[config.mk]
export PLATFORM = sky130hd
export DESIGN_NAME = regex_syntax_checker_unit
export DESIGN_NICKNAME = d
export VERILOG_FILES = /design/src/rtl/rsc_pkg.sv /design/src/rtl/rsc_step.sv /design/src/rtl/regex_syntax_checker_unit.sv
export SDC_FILE = /design/constraint.sdc
export NUM_CORES = 1
export LEC_CHECK = 0
export BUFFER_PORTS_ARGS = -buffer_cell sky130_fd_sc_hd__buf_4
export CAP_MARGIN = 20
export CORE_MARGIN = 2
export CORE_UTILIZATION = 45
export DETAILED_ROUTE_END_ITERATION = 7
export GPL_TIMING_DRIVEN = 0
export RECOVER_POWER = 25
export REMOVE_ABC_BUFFERS = 1
export SETUP_SLACK_MARGIN = 0.15
export SLEW_MARGIN = 10
export SYNTH_ARGS = -nofsm -noshare
export SYNTH_HDL_FRONTEND = slang
export SYNTH_SLANG_ARGS = --single-unit
export TNS_END_PERCENT = 5
[constraint.sdc]
create_clock -name aclk -period 3.96 [get_ports aclk]
set_clock_uncertainty 0.2 [all_clocks]
set_input_delay 0.594 -clock aclk [delete_from_list [all_inputs] [get_ports aclk]]
set_output_delay 0.594 -clock aclk [all_outputs]
set_load 0.02 [all_outputs]
[src/rtl/rsc_pkg.sv]
// ----------------------------------------------------------------------------
// rsc_pkg: shared types and constants of the regex syntax checker
// Byte codes, error and warning codes, payload structs and small helpers.
// ----------------------------------------------------------------------------
package rsc_pkg;

    // Default configuration
    localparam int DEF_MAX_GROUP_DEPTH = 255;
    localparam int DEF_COLUMN_BITS     = 16;
    localparam int COL_W               = 16;

    // Byte codes of interest
    localparam logic [7:0] CH_OR     = 8'h7C; // '|'
    localparam logic [7:0] CH_LBRACK = 8'h5B; // '['
    localparam logic [7:0] CH_RBRACK = 8'h5D; // ']'
    localparam logic [7:0] CH_LPAREN = 8'h28; // '('
    localparam logic [7:0] CH_RPAREN = 8'h29; // ')'
    localparam logic [7:0] CH_DASH   = 8'h2D; // '-'
    localparam logic [7:0] CH_STAR   = 8'h2A; // '*'
    localparam logic [7:0] CH_QMARK  = 8'h3F; // '?'
    localparam logic [7:0] CH_PLUS   = 8'h2B; // '+'
    localparam logic [7:0] CH_BSLASH = 8'h5C; // backslash
    localparam logic [7:0] CH_NUL    = 8'h00;

    // Error codes
    localparam logic [3:0] ERR_NONE          = 4'd0;
    localparam logic [3:0] ERR_EMPTY_OR      = 4'd1;
    localparam logic [3:0] ERR_NESTED_BRACK  = 4'd2;
    localparam logic [3:0] ERR_EMPTY_BRACK   = 4'd3;
    localparam logic [3:0] ERR_NO_LBRACK     = 4'd4;
    localparam logic [3:0] ERR_EMPTY_GROUP   = 4'd5;
    localparam logic [3:0] ERR_NO_LPAREN     = 4'd6;
    localparam logic [3:0] ERR_LEAD_QUAL     = 4'd7;
    localparam logic [3:0] ERR_DOUBLE_QUAL   = 4'd8;
    localparam logic [3:0] ERR_QUAL_AFTER_OR = 4'd9;
    localparam logic [3:0] ERR_NO_RPAREN     = 4'd10;
    localparam logic [3:0] ERR_NO_RBRACK     = 4'd11;
    localparam logic [3:0] ERR_TOO_DEEP      = 4'd12;

    // Warning codes
    localparam logic [1:0] WARN_NONE       = 2'd0;
    localparam logic [1:0] WARN_OR_AFTER_Q = 2'd1;
    localparam logic [1:0] WARN_INV_RANGE  = 2'd2;
    localparam logic [1:0] WARN_ONE_RANGE  = 2'd3;

    typedef struct packed {
        logic [7:0] char_in;
        logic       is_last;
    } rsc_in_t;

    typedef struct packed {
        logic [3:0]       error_code;
        logic [1:0]       warning_code;
        logic [COL_W-1:0] column;
        logic             done_res;
        logic             expression_ok;
    } rsc_out_t;

    // Single-bit parser flags
    typedef struct packed {
        logic at_start;
        logic bracket_open;
        logic failed;
        logic range_pending;
    } rsc_flags_t;

    localparam rsc_flags_t FLAGS_RESET = '{at_start: 1'b1, bracket_open: 1'b0,
                                           failed: 1'b0, range_pending: 1'b0};

    function automatic logic [1:0] range_warn(input logic [7:0] lo, input logic [7:0] hi);
        logic [1:0] w;
        w = WARN_NONE;
        if (lo > hi) begin
            w = WARN_INV_RANGE;
        end else if (lo == hi) begin
            w = WARN_ONE_RANGE;
        end
        return w;
    endfunction

    function automatic logic is_qual(input logic [7:0] c);
        return (c == CH_STAR) || (c == CH_QMARK) || (c == CH_PLUS);
    endfunction

endpackage

[src/rtl/rsc_step.sv]
// ----------------------------------------------------------------------------
// rsc_step: per-byte syntax evaluation
// Combinational next-state and result for one byte against the parser state.
// ----------------------------------------------------------------------------
module rsc_step #(
    parameter int MAX_GROUP_DEPTH = rsc_pkg::DEF_MAX_GROUP_DEPTH,
    parameter int COLUMN_BITS     = rsc_pkg::DEF_COLUMN_BITS,
    parameter int DEPTH_W         = $clog2(MAX_GROUP_DEPTH + 1)
) (
    input  rsc_pkg::rsc_in_t    in_data,
    input  logic [7:0]          prev_char,
    input  rsc_pkg::rsc_flags_t flags,
    input  logic [DEPTH_W-1:0]  depth,
    input  logic [7:0]          range_start,
    input  logic [COLUMN_BITS-1:0] pos,
    output logic [7:0]          prev_char_next,
    output rsc_pkg::rsc_flags_t flags_next,
    output logic [DEPTH_W-1:0]  depth_next,
    output logic [7:0]          range_start_next,
    output logic [COLUMN_BITS-1:0] pos_next,
    output rsc_pkg::rsc_out_t   out_data
);
    import rsc_pkg::*;

    localparam logic [DEPTH_W-1:0] DEPTH_MAX = DEPTH_W'(MAX_GROUP_DEPTH);

    logic [7:0]          cur;
    logic                last;
    logic                esc;
    logic [3:0]          err;
    logic [1:0]          warn;
    rsc_flags_t          fl;
    logic [DEPTH_W-1:0]  dep;
    logic [7:0]          rstart;
    logic [COL_W-1:0]    col_sat;

    assign cur  = in_data.char_in;
    assign last = in_data.is_last;
    assign esc  = (prev_char == CH_BSLASH);

    always_comb begin
        err    = ERR_NONE;
        warn   = WARN_NONE;
        fl     = flags;
        dep    = depth;
        rstart = range_start;

        if (!flags.failed) begin
            if (flags.range_pending) begin
                warn = range_warn(range_start, cur);
            end
            fl.range_pending = 1'b0;

            // alternation
            if (cur == CH_OR) begin
                if (flags.at_start || prev_char == CH_OR || prev_char == CH_LPAREN ||
                    prev_char == CH_RPAREN || last) begin
                    err = ERR_EMPTY_OR;
                end else if ((prev_char == CH_STAR || prev_char == CH_QMARK) &&
                             warn == WARN_NONE) begin
                    warn = WARN_OR_AFTER_Q;
                end
            end

            // brackets
            if (err == ERR_NONE && !esc) begin
                if (cur == CH_LBRACK) begin
                    if (fl.bracket_open) err = ERR_NESTED_BRACK;
                    else fl.bracket_open = 1'b1;
                end else if (cur == CH_RBRACK) begin
                    if (prev_char == CH_LBRACK) err = ERR_EMPTY_BRACK;
                    else if (!fl.bracket_open) err = ERR_NO_LBRACK;
                    else fl.bracket_open = 1'b0;
                end
            end

            // groups
            if (err == ERR_NONE && !esc) begin
                if (cur == CH_LPAREN) begin
                    if (dep >= DEPTH_MAX) err = ERR_TOO_DEEP;
                    else dep = dep + DEPTH_W'(1);
                end else if (cur == CH_RPAREN) begin
                    if (prev_char == CH_LPAREN) err = ERR_EMPTY_GROUP;
                    else if (dep == '0) err = ERR_NO_LPAREN;
                    else dep = dep - DEPTH_W'(1);
                end
            end

            // qualifiers
            if (err == ERR_NONE && !esc && is_qual(cur)) begin
                if (flags.at_start) err = ERR_LEAD_QUAL;
                else if (is_qual(prev_char)) err = ERR_DOUBLE_QUAL;
                else if (prev_char == CH_OR) err = ERR_QUAL_AFTER_OR;
            end

            // range inside brackets: check now at end of string, else defer
            if (err == ERR_NONE && fl.bracket_open && cur == CH_DASH) begin
                if (last) begin
                    if (warn == WARN_NONE) warn = range_warn(prev_char, CH_NUL);
                end else begin
                    fl.range_pending = 1'b1;
                    rstart           = prev_char;
                end
            end

            // end of string balance
            if (err == ERR_NONE && last) begin
                if (dep != '0) err = ERR_NO_RPAREN;
                else if (fl.bracket_open) err = ERR_NO_RBRACK;
            end

            if (err != ERR_NONE) fl.failed = 1'b1;
        end
    end

    always_comb begin
        out_data.error_code    = err;
        out_data.warning_code  = warn;
        out_data.column        = col_sat;
        out_data.done_res      = last;
        out_data.expression_ok = last && !fl.failed;

        if (last) begin
            prev_char_next   = '0;
            flags_next       = FLAGS_RESET;
            depth_next       = '0;
            range_start_next = '0;
            pos_next         = '0;
        end else begin
            prev_char_next   = cur;
            flags_next       = fl;
            flags_next.at_start = 1'b0;
            depth_next       = dep;
            range_start_next = rstart;
            pos_next         = (pos == '1) ? pos : pos + COLUMN_BITS'(1);
        end
    end

    // column saturates at the field's top value
    generate
        if (COLUMN_BITS <= COL_W) begin : g_col_narrow
            assign col_sat = COL_W'(pos);
        end else begin : g_col_wide
            assign col_sat = (|pos[COLUMN_BITS-1:COL_W]) ? '1 : pos[COL_W-1:0];
        end
    endgenerate

endmodule

[src/rtl/regex_syntax_checker_unit.sv]
// ----------------------------------------------------------------------------
// regex_syntax_checker_unit: streaming regular-expression syntax checker
// Checks an expression one byte per transfer, one result transfer per byte.
// ----------------------------------------------------------------------------
//
//  channel | ports                      | payload         | direction
//  --------+----------------------------+-----------------+----------
//  input   | s_valid, s_ready, s_data   | rsc_in_t        | in
//  result  | m_valid, m_ready, m_data   | rsc_out_t       | out
//
//  Throughput is one byte per clock while m_ready holds high: the parser
//  step is combinational, from the input register straight into the result
//  register. An accepted byte moves from the input register into the result
//  register; m_valid then rises and its result can be transferred.
//  aresetn (synchronous, active low) returns the parser to the start of a
//  new expression and empties both registers.
//  With m_ready low the result register holds, the input register takes one
//  more byte, then s_ready drops until the result is taken.
//
module regex_syntax_checker_unit #(
    parameter int MAX_GROUP_DEPTH = rsc_pkg::DEF_MAX_GROUP_DEPTH,
    parameter int COLUMN_BITS     = rsc_pkg::DEF_COLUMN_BITS
) (
    input  logic              aclk,
    input  logic              aresetn,
    input  logic              s_valid,
    output logic              s_ready,
    input  rsc_pkg::rsc_in_t  s_data,
    output logic              m_valid,
    input  logic              m_ready,
    output rsc_pkg::rsc_out_t m_data
);
    import rsc_pkg::*;

    localparam int DEPTH_W = $clog2(MAX_GROUP_DEPTH + 1);

    // Input register
    logic    in_valid_reg;
    rsc_in_t in_data_reg;

    // Result register
    logic     out_valid_reg;
    rsc_out_t out_data_reg;

    // Parser state
    logic [7:0]             prev_char_reg,   prev_char_next;
    rsc_flags_t             flags_reg,       flags_next;
    logic [DEPTH_W-1:0]     depth_reg,       depth_next;
    logic [7:0]             range_start_reg, range_start_next;
    logic [COLUMN_BITS-1:0] pos_reg,         pos_next;
    rsc_out_t               result_next;

    // The result register can take a new value when it is empty or being read.
    logic advance;
    logic step_en;

    assign advance = !out_valid_reg || m_ready;
    assign step_en = in_valid_reg && advance;
    assign s_ready = !in_valid_reg || advance;
    assign m_valid = out_valid_reg;
    assign m_data  = out_data_reg;

    rsc_step #(
        .MAX_GROUP_DEPTH (MAX_GROUP_DEPTH),
        .COLUMN_BITS     (COLUMN_BITS),
        .DEPTH_W         (DEPTH_W)
    ) u_step (
        .in_data          (in_data_reg),
        .prev_char        (prev_char_reg),
        .flags            (flags_reg),
        .depth            (depth_reg),
        .range_start      (range_start_reg),
        .pos              (pos_reg),
        .prev_char_next   (prev_char_next),
        .flags_next       (flags_next),
        .depth_next       (depth_next),
        .range_start_next (range_start_next),
        .pos_next         (pos_next),
        .out_data         (result_next)
    );

    // Input stage: refills whenever it is empty or its byte moves on.
    always_ff @(posedge aclk) begin
        if (!aresetn) begin
            in_valid_reg <= 1'b0;
        end else if (s_ready) begin
            in_valid_reg <= s_valid;
        end
    end

    always_ff @(posedge aclk) begin
        if (s_valid && s_ready) begin
            in_data_reg <= s_data;
        end
    end

    // Result stage
    always_ff @(posedge aclk) begin
        if (!aresetn) begin
            out_valid_reg <= 1'b0;
        end else if (advance) begin
            out_valid_reg <= in_valid_reg;
        end
    end

    always_ff @(posedge aclk) begin
        if (step_en) begin
            out_data_reg <= result_next;
        end
    end

    // Parser state advances once per byte that reaches the result register.
    always_ff @(posedge aclk) begin
        if (!aresetn) begin
            prev_char_reg   <= '0;
            flags_reg       <= FLAGS_RESET;
            depth_reg       <= '0;
            range_start_reg <= '0;
            pos_reg         <= '0;
        end else if (step_en) begin
            prev_char_reg   <= prev_char_next;
            flags_reg       <= flags_next;
            depth_reg       <= depth_next;
            range_start_reg <= range_start_next;
            pos_reg         <= pos_next;
        end
    end

`ifndef SYNTHESIS
    a_err_not_ok: assert property (@(posedge aclk) disable iff (!aresetn)
        m_valid && (m_data.error_code != ERR_NONE) |-> !m_data.expression_ok)
        else $error("expression_ok set alongside an error");

    a_ok_only_last: assert property (@(posedge aclk) disable iff (!aresetn)
        m_valid && m_data.expression_ok |-> m_data.done_res)
        else $error("expression_ok set on a byte that is not last");

    a_depth_bound: assert property (@(posedge aclk) disable iff (!aresetn)
        depth_reg <= DEPTH_W'(MAX_GROUP_DEPTH))
        else $error("group depth beyond its limit");

    a_rearm: assert property (@(posedge aclk) disable iff (!aresetn)
        step_en && in_data_reg.is_last |=>
            (pos_reg == '0) && flags_reg.at_start && !flags_reg.failed &&
            (depth_reg == '0) && !flags_reg.bracket_open)
        else $error("parser not re-armed after last byte");

    a_failed_no_range: assert property (@(posedge aclk) disable iff (!aresetn)
        flags_reg.failed |-> !flags_reg.range_pending)
        else $error("range check pending after failure");
`endif

endmodule
==> metrics.json <==
{
  "design.die.area_um2": 10700,
  "whs_ps": 238,
  "tns_ps": 0,
  "cts-resized-gates": 0,
  "total_leakage_power_nw": 1.81,
  "hold_class": "in2reg",
  "fin_nets": 522,
  "worstPathArrival_ps": 3200,
  "final_wirelength_um": 10700,
  "clockRootBuffer": "sky130_fd_sc_hd__clkbuf_8",
  "finalMaxSlewViolations": 0,
  "routed_wire_length_per_instance_um": 16.8,
  "tightest_slew_ps": 935,
  "largest_reg_flops": 24,
  "place.port_buffers": 38,
  "max_clock_freq_mhz": 302,
  "postCtsSetupBuffers": 0,
  "die_w_um": 104,
  "synthToLayoutAreaGrowth_pct": 10.7,
  "max-clock-path-buffers": 2,
  "cts_num_sinks": 79,
  "ys.warnings.count": 0,
  "rr_startpoint": "depth_reg[0]$_SDFFE_PN0P_",
  "drt_iter0_drc": 188,
  "clkTransAtPathRegs_ps": 90,
  "vias_per_cell": 5.87,
  "setup_viol_count_final": 0,
  "hpwlAfterDp_um": 7690,
  "delay_of_the_slowest_cell_on_the_worst_path_ps": 560,
  "fp.dieH_um": 104,
  "ys_ff_latch": 79,
  "antenna_cells_inserted": 0,
  "kind_of_critical_path": "reg2reg",
  "synth.top_cells.by_area": "sky130_fd_sc_hd__edfxtp_1, sky130_fd_sc_hd__dfxtp_1, sky130_fd_sc_hd__nand2_1",
  "share_of_the_clock_period_used_by_the_worst_path_after_layout": 0.836,
  "globalRouteOverflowTotal": 0,
  "grt_pass1_wl_um": 17700,
  "hold_fix_buffers_at_cts": 0,
  "design.core.area_um2": 9680,
  "final_layout_size_suffix_gt1_frac": 0.171,
  "timing.max_slew.rel_slack": 0.368,
  "fin_crit_ps": 3310,
  "drtPass1Iterations": 5,
  "synth_flop_cell": "sky130_fd_sc_hd__dfxtp_1",
  "drt.antenna.violating_nets": 0,
  "number_of_enable_type_register_cells_in_the_synthesized_netlist": 33,
  "critical_path.endpoint_type": "flip-flop",
  "grt_usage": 0.204,
  "finalWeightedCongestion": 0.937,
  "grt_antenna_before_repair": 0,
  "cts_max_level": 3,
  "max_cap_viol_count": 0,
  "start_util": 0.461,
  "timing_hold_violations_final": 0,
  "postSynth.asyncResetShare": 0,
  "power_density_nw_per_um2": 315,
  "post_synth_instance_area_um2": 4460,
  "outcome": "finished clean",
  "path_max_fanout": 11,
  "io_pins": 39,
  "worstSkewPairLatency_ps": 360,
  "yosysTopAreaCellShare": 0.222,
  "worstSetupStartpointType": "flip-flop",
  "netlist-cell-type-count": 86,
  "timing.hold.worst.start": "s_data[3]",
  "largest_net_degree_at_the_start_of_global_routing": 39,
  "cp_data_required_time_ps": 3850,
  "placementRows": 36,
  "seq_area_frac_synth": 0.428,
  "critical_path_startpoint": "depth_reg[0]$_SDFFE_PN0P_",
  "vdd.ir_drop.worst_mv": 0.195,
  "critical_path.cell_chain": "inv_1 -> ha_1 -> or3b_2 -> or2_1 -> nand3_2 -> a32o_1 -> a221oi_1 -> o311ai_1 -> nor2_2 -> a211oi_1",
  "critical-path-slowest-cell": "sky130_fd_sc_hd__dfxtp_1",
  "worst-path-buf-inv": 1,
  "total_power_mw": 1.56,
  "critPathTopFamily": "compound AO/OA/AOI/OAI gates",
  "postSynthAreaPerCell_um2": 9.40,
  "cts_made_buffers": 9,
  "grt_pass1_vias": 3583,
  "postSynthCellCount": 475,
  "clock_tree_from_tritoncts": "yes",
  "rsz_0062_raised_after_global_routing": "no",
  "via_count": 3725,
  "drt_drc_violations_left": 0,
  "netlist.top_cell.by_area": "sky130_fd_sc_hd__edfxtp_1"
}
metrics by stage:
stage	setup slack, ps	utilization	instance area (um2)	std cells
finish	648	0.510	4940	635
global route	413	0.510	4940	635
CTS	622	0.510	4940	635
detailed placement	356	0.492	4760	619
global placement	-46.1	0.492	4760	619
floorplan	844	-	4310	448
cell usage in the layout (no fill, tap or decap), types with 3 or more instances in the layout:
cell / n
sky130_fd_sc_hd__dfxtp_1: 46
sky130_fd_sc_hd__a22oi_1: 4
sky130_fd_sc_hd__or2_1: 3
sky130_fd_sc_hd__nand2b_1: 9
sky130_fd_sc_hd__and4_1: 5
sky130_fd_sc_hd__nand2_1: 46
sky130_fd_sc_hd__buf_4: 29
sky130_fd_sc_hd__and2_1: 9
sky130_fd_sc_hd__a22o_1: 8
sky130_fd_sc_hd__a211oi_1: 5
sky130_fd_sc_hd__a21o_1: 5
sky130_fd_sc_hd__nor2_1: 36
sky130_fd_sc_hd__ha_1: 12
sky130_fd_sc_hd__nor3_1: 12
sky130_fd_sc_hd__a31oi_1: 5
sky130_fd_sc_hd__or3_1: 9
sky130_fd_sc_hd__and3_1: 4
sky130_fd_sc_hd__a21boi_0: 3
sky130_fd_sc_hd__nor2b_1: 7
sky130_fd_sc_hd__o21ai_0: 18
sky130_fd_sc_hd__nor2_2: 3
sky130_fd_sc_hd__a21oi_1: 32
sky130_fd_sc_hd__clkbuf_4: 9
sky130_fd_sc_hd__xor2_1: 9
sky130_fd_sc_hd__nand4b_1: 4
sky130_fd_sc_hd__edfxtp_1: 33
sky130_fd_sc_hd__clkbuf_8: 10
sky130_fd_sc_hd__nor4_1: 7
sky130_fd_sc_hd__o21ai_1: 3
sky130_fd_sc_hd__inv_1: 16
sky130_fd_sc_hd__nand3_1: 16
sky130_fd_sc_hd__nand4_1: 10
Yosys cell counts, types with 6 or more instances:
| library cell | n |
|---|---|
| sky130_fd_sc_hd__nor3_1 | 12 |
| sky130_fd_sc_hd__buf_2 | 6 |
| sky130_fd_sc_hd__nand4_1 | 10 |
| sky130_fd_sc_hd__or3_1 | 9 |
| sky130_fd_sc_hd__nand2_1 | 46 |
| sky130_fd_sc_hd__nor2_1 | 36 |
| sky130_fd_sc_hd__edfxtp_1 | 33 |
| sky130_fd_sc_hd__nand3_1 | 16 |
| sky130_fd_sc_hd__clkbuf_1 | 13 |
| sky130_fd_sc_hd__and2_1 | 10 |
| sky130_fd_sc_hd__a22o_1 | 8 |
| sky130_fd_sc_hd__nor4_1 | 7 |
| sky130_fd_sc_hd__ha_1 | 12 |
| sky130_fd_sc_hd__a21oi_1 | 32 |
| sky130_fd_sc_hd__nor2b_1 | 7 |
| sky130_fd_sc_hd__nand2b_1 | 9 |
| sky130_fd_sc_hd__o21ai_0 | 18 |
| sky130_fd_sc_hd__inv_1 | 17 |
| sky130_fd_sc_hd__xor2_1 | 9 |
| sky130_fd_sc_hd__dfxtp_1 | 46 |
metal layers:
layer | share of wire | vias up | GRT usage | routed length (um)
met5 | 0 | - | 0 | 0
li1 | - | 1814 | - | -
met4 | 0.030 | 0 | 0.0917 | 325
met1 | 0.45 | 1770 | 0.274 | 4820
met2 | 0.47 | 113 | 0.324 | 5030
met3 | 0.048 | 28 | 0.0359 | 518
worst register-to-register path, stage by stage, from the launching register on:
cell and delay (ps):
sky130_fd_sc_hd__dfxtp_1 560, sky130_fd_sc_hd__inv_1 160, sky130_fd_sc_hd__ha_1 260, sky130_fd_sc_hd__or3b_2 210, sky130_fd_sc_hd__or2_1 260, sky130_fd_sc_hd__nand3_2 180
sky130_fd_sc_hd__a32o_1 240, sky130_fd_sc_hd__a221oi_1 480, sky130_fd_sc_hd__o311ai_1 210, sky130_fd_sc_hd__nor2_2 190, sky130_fd_sc_hd__a211oi_1 100
report_power, final:
| part | internal, mW | switching (mW) | total [mW] |
|---|---|---|---|
| clock network | 0.245 | 0.292 | 0.537 |
| registers | 0.871 | 0.0306 | 0.901 |
| logic | 0.0476 | 0.0728 | 0.120 |
cell type report:
cell class,count,area [um2]
inverter,17,63.8
clock buffer,11,141
multi-input combinational,352,2340
fill,904,4750
sequential,79,1910
tap,133,166
timing repair buffer,38,285
clock inverter,5,33.8
logic make-up (layout without fill, tap and decap cells):
| family | Yosys count | count (layout) | share of synthesized area |
|---|---|---|---|
| AND/OR/NAND/NOR | 209 | 209 | 0.280 |
| AO/OA/AOI/OAI | 119 | 119 | 0.185 |
| flip-flops | 79 | 79 | 0.428 |
| multiplexers | 2 | 2 | 0.00449 |
| adder cells (fa/ha/maj) | 12 | 12 | 0.0336 |
| XOR/XNOR | 10 | 10 | 0.0196 |
| buffers and inverters | 44 | 71 | 0.0482 |
final timing paths:
kind                            cells after the start                        to  slack [ps]
worst max-delay path                               10  m_data[23]$_SDFFCE_PP0P_         650
worst min-delay path                                1  in_data_reg[3]$_DFFE_PP_         240
worst max register to register                     10  m_data[23]$_SDFFCE_PP0P_         650
worst min register to register                      0      m_data[14]$_DFFE_PP_         270
Power figures use the tool's default switching activity.
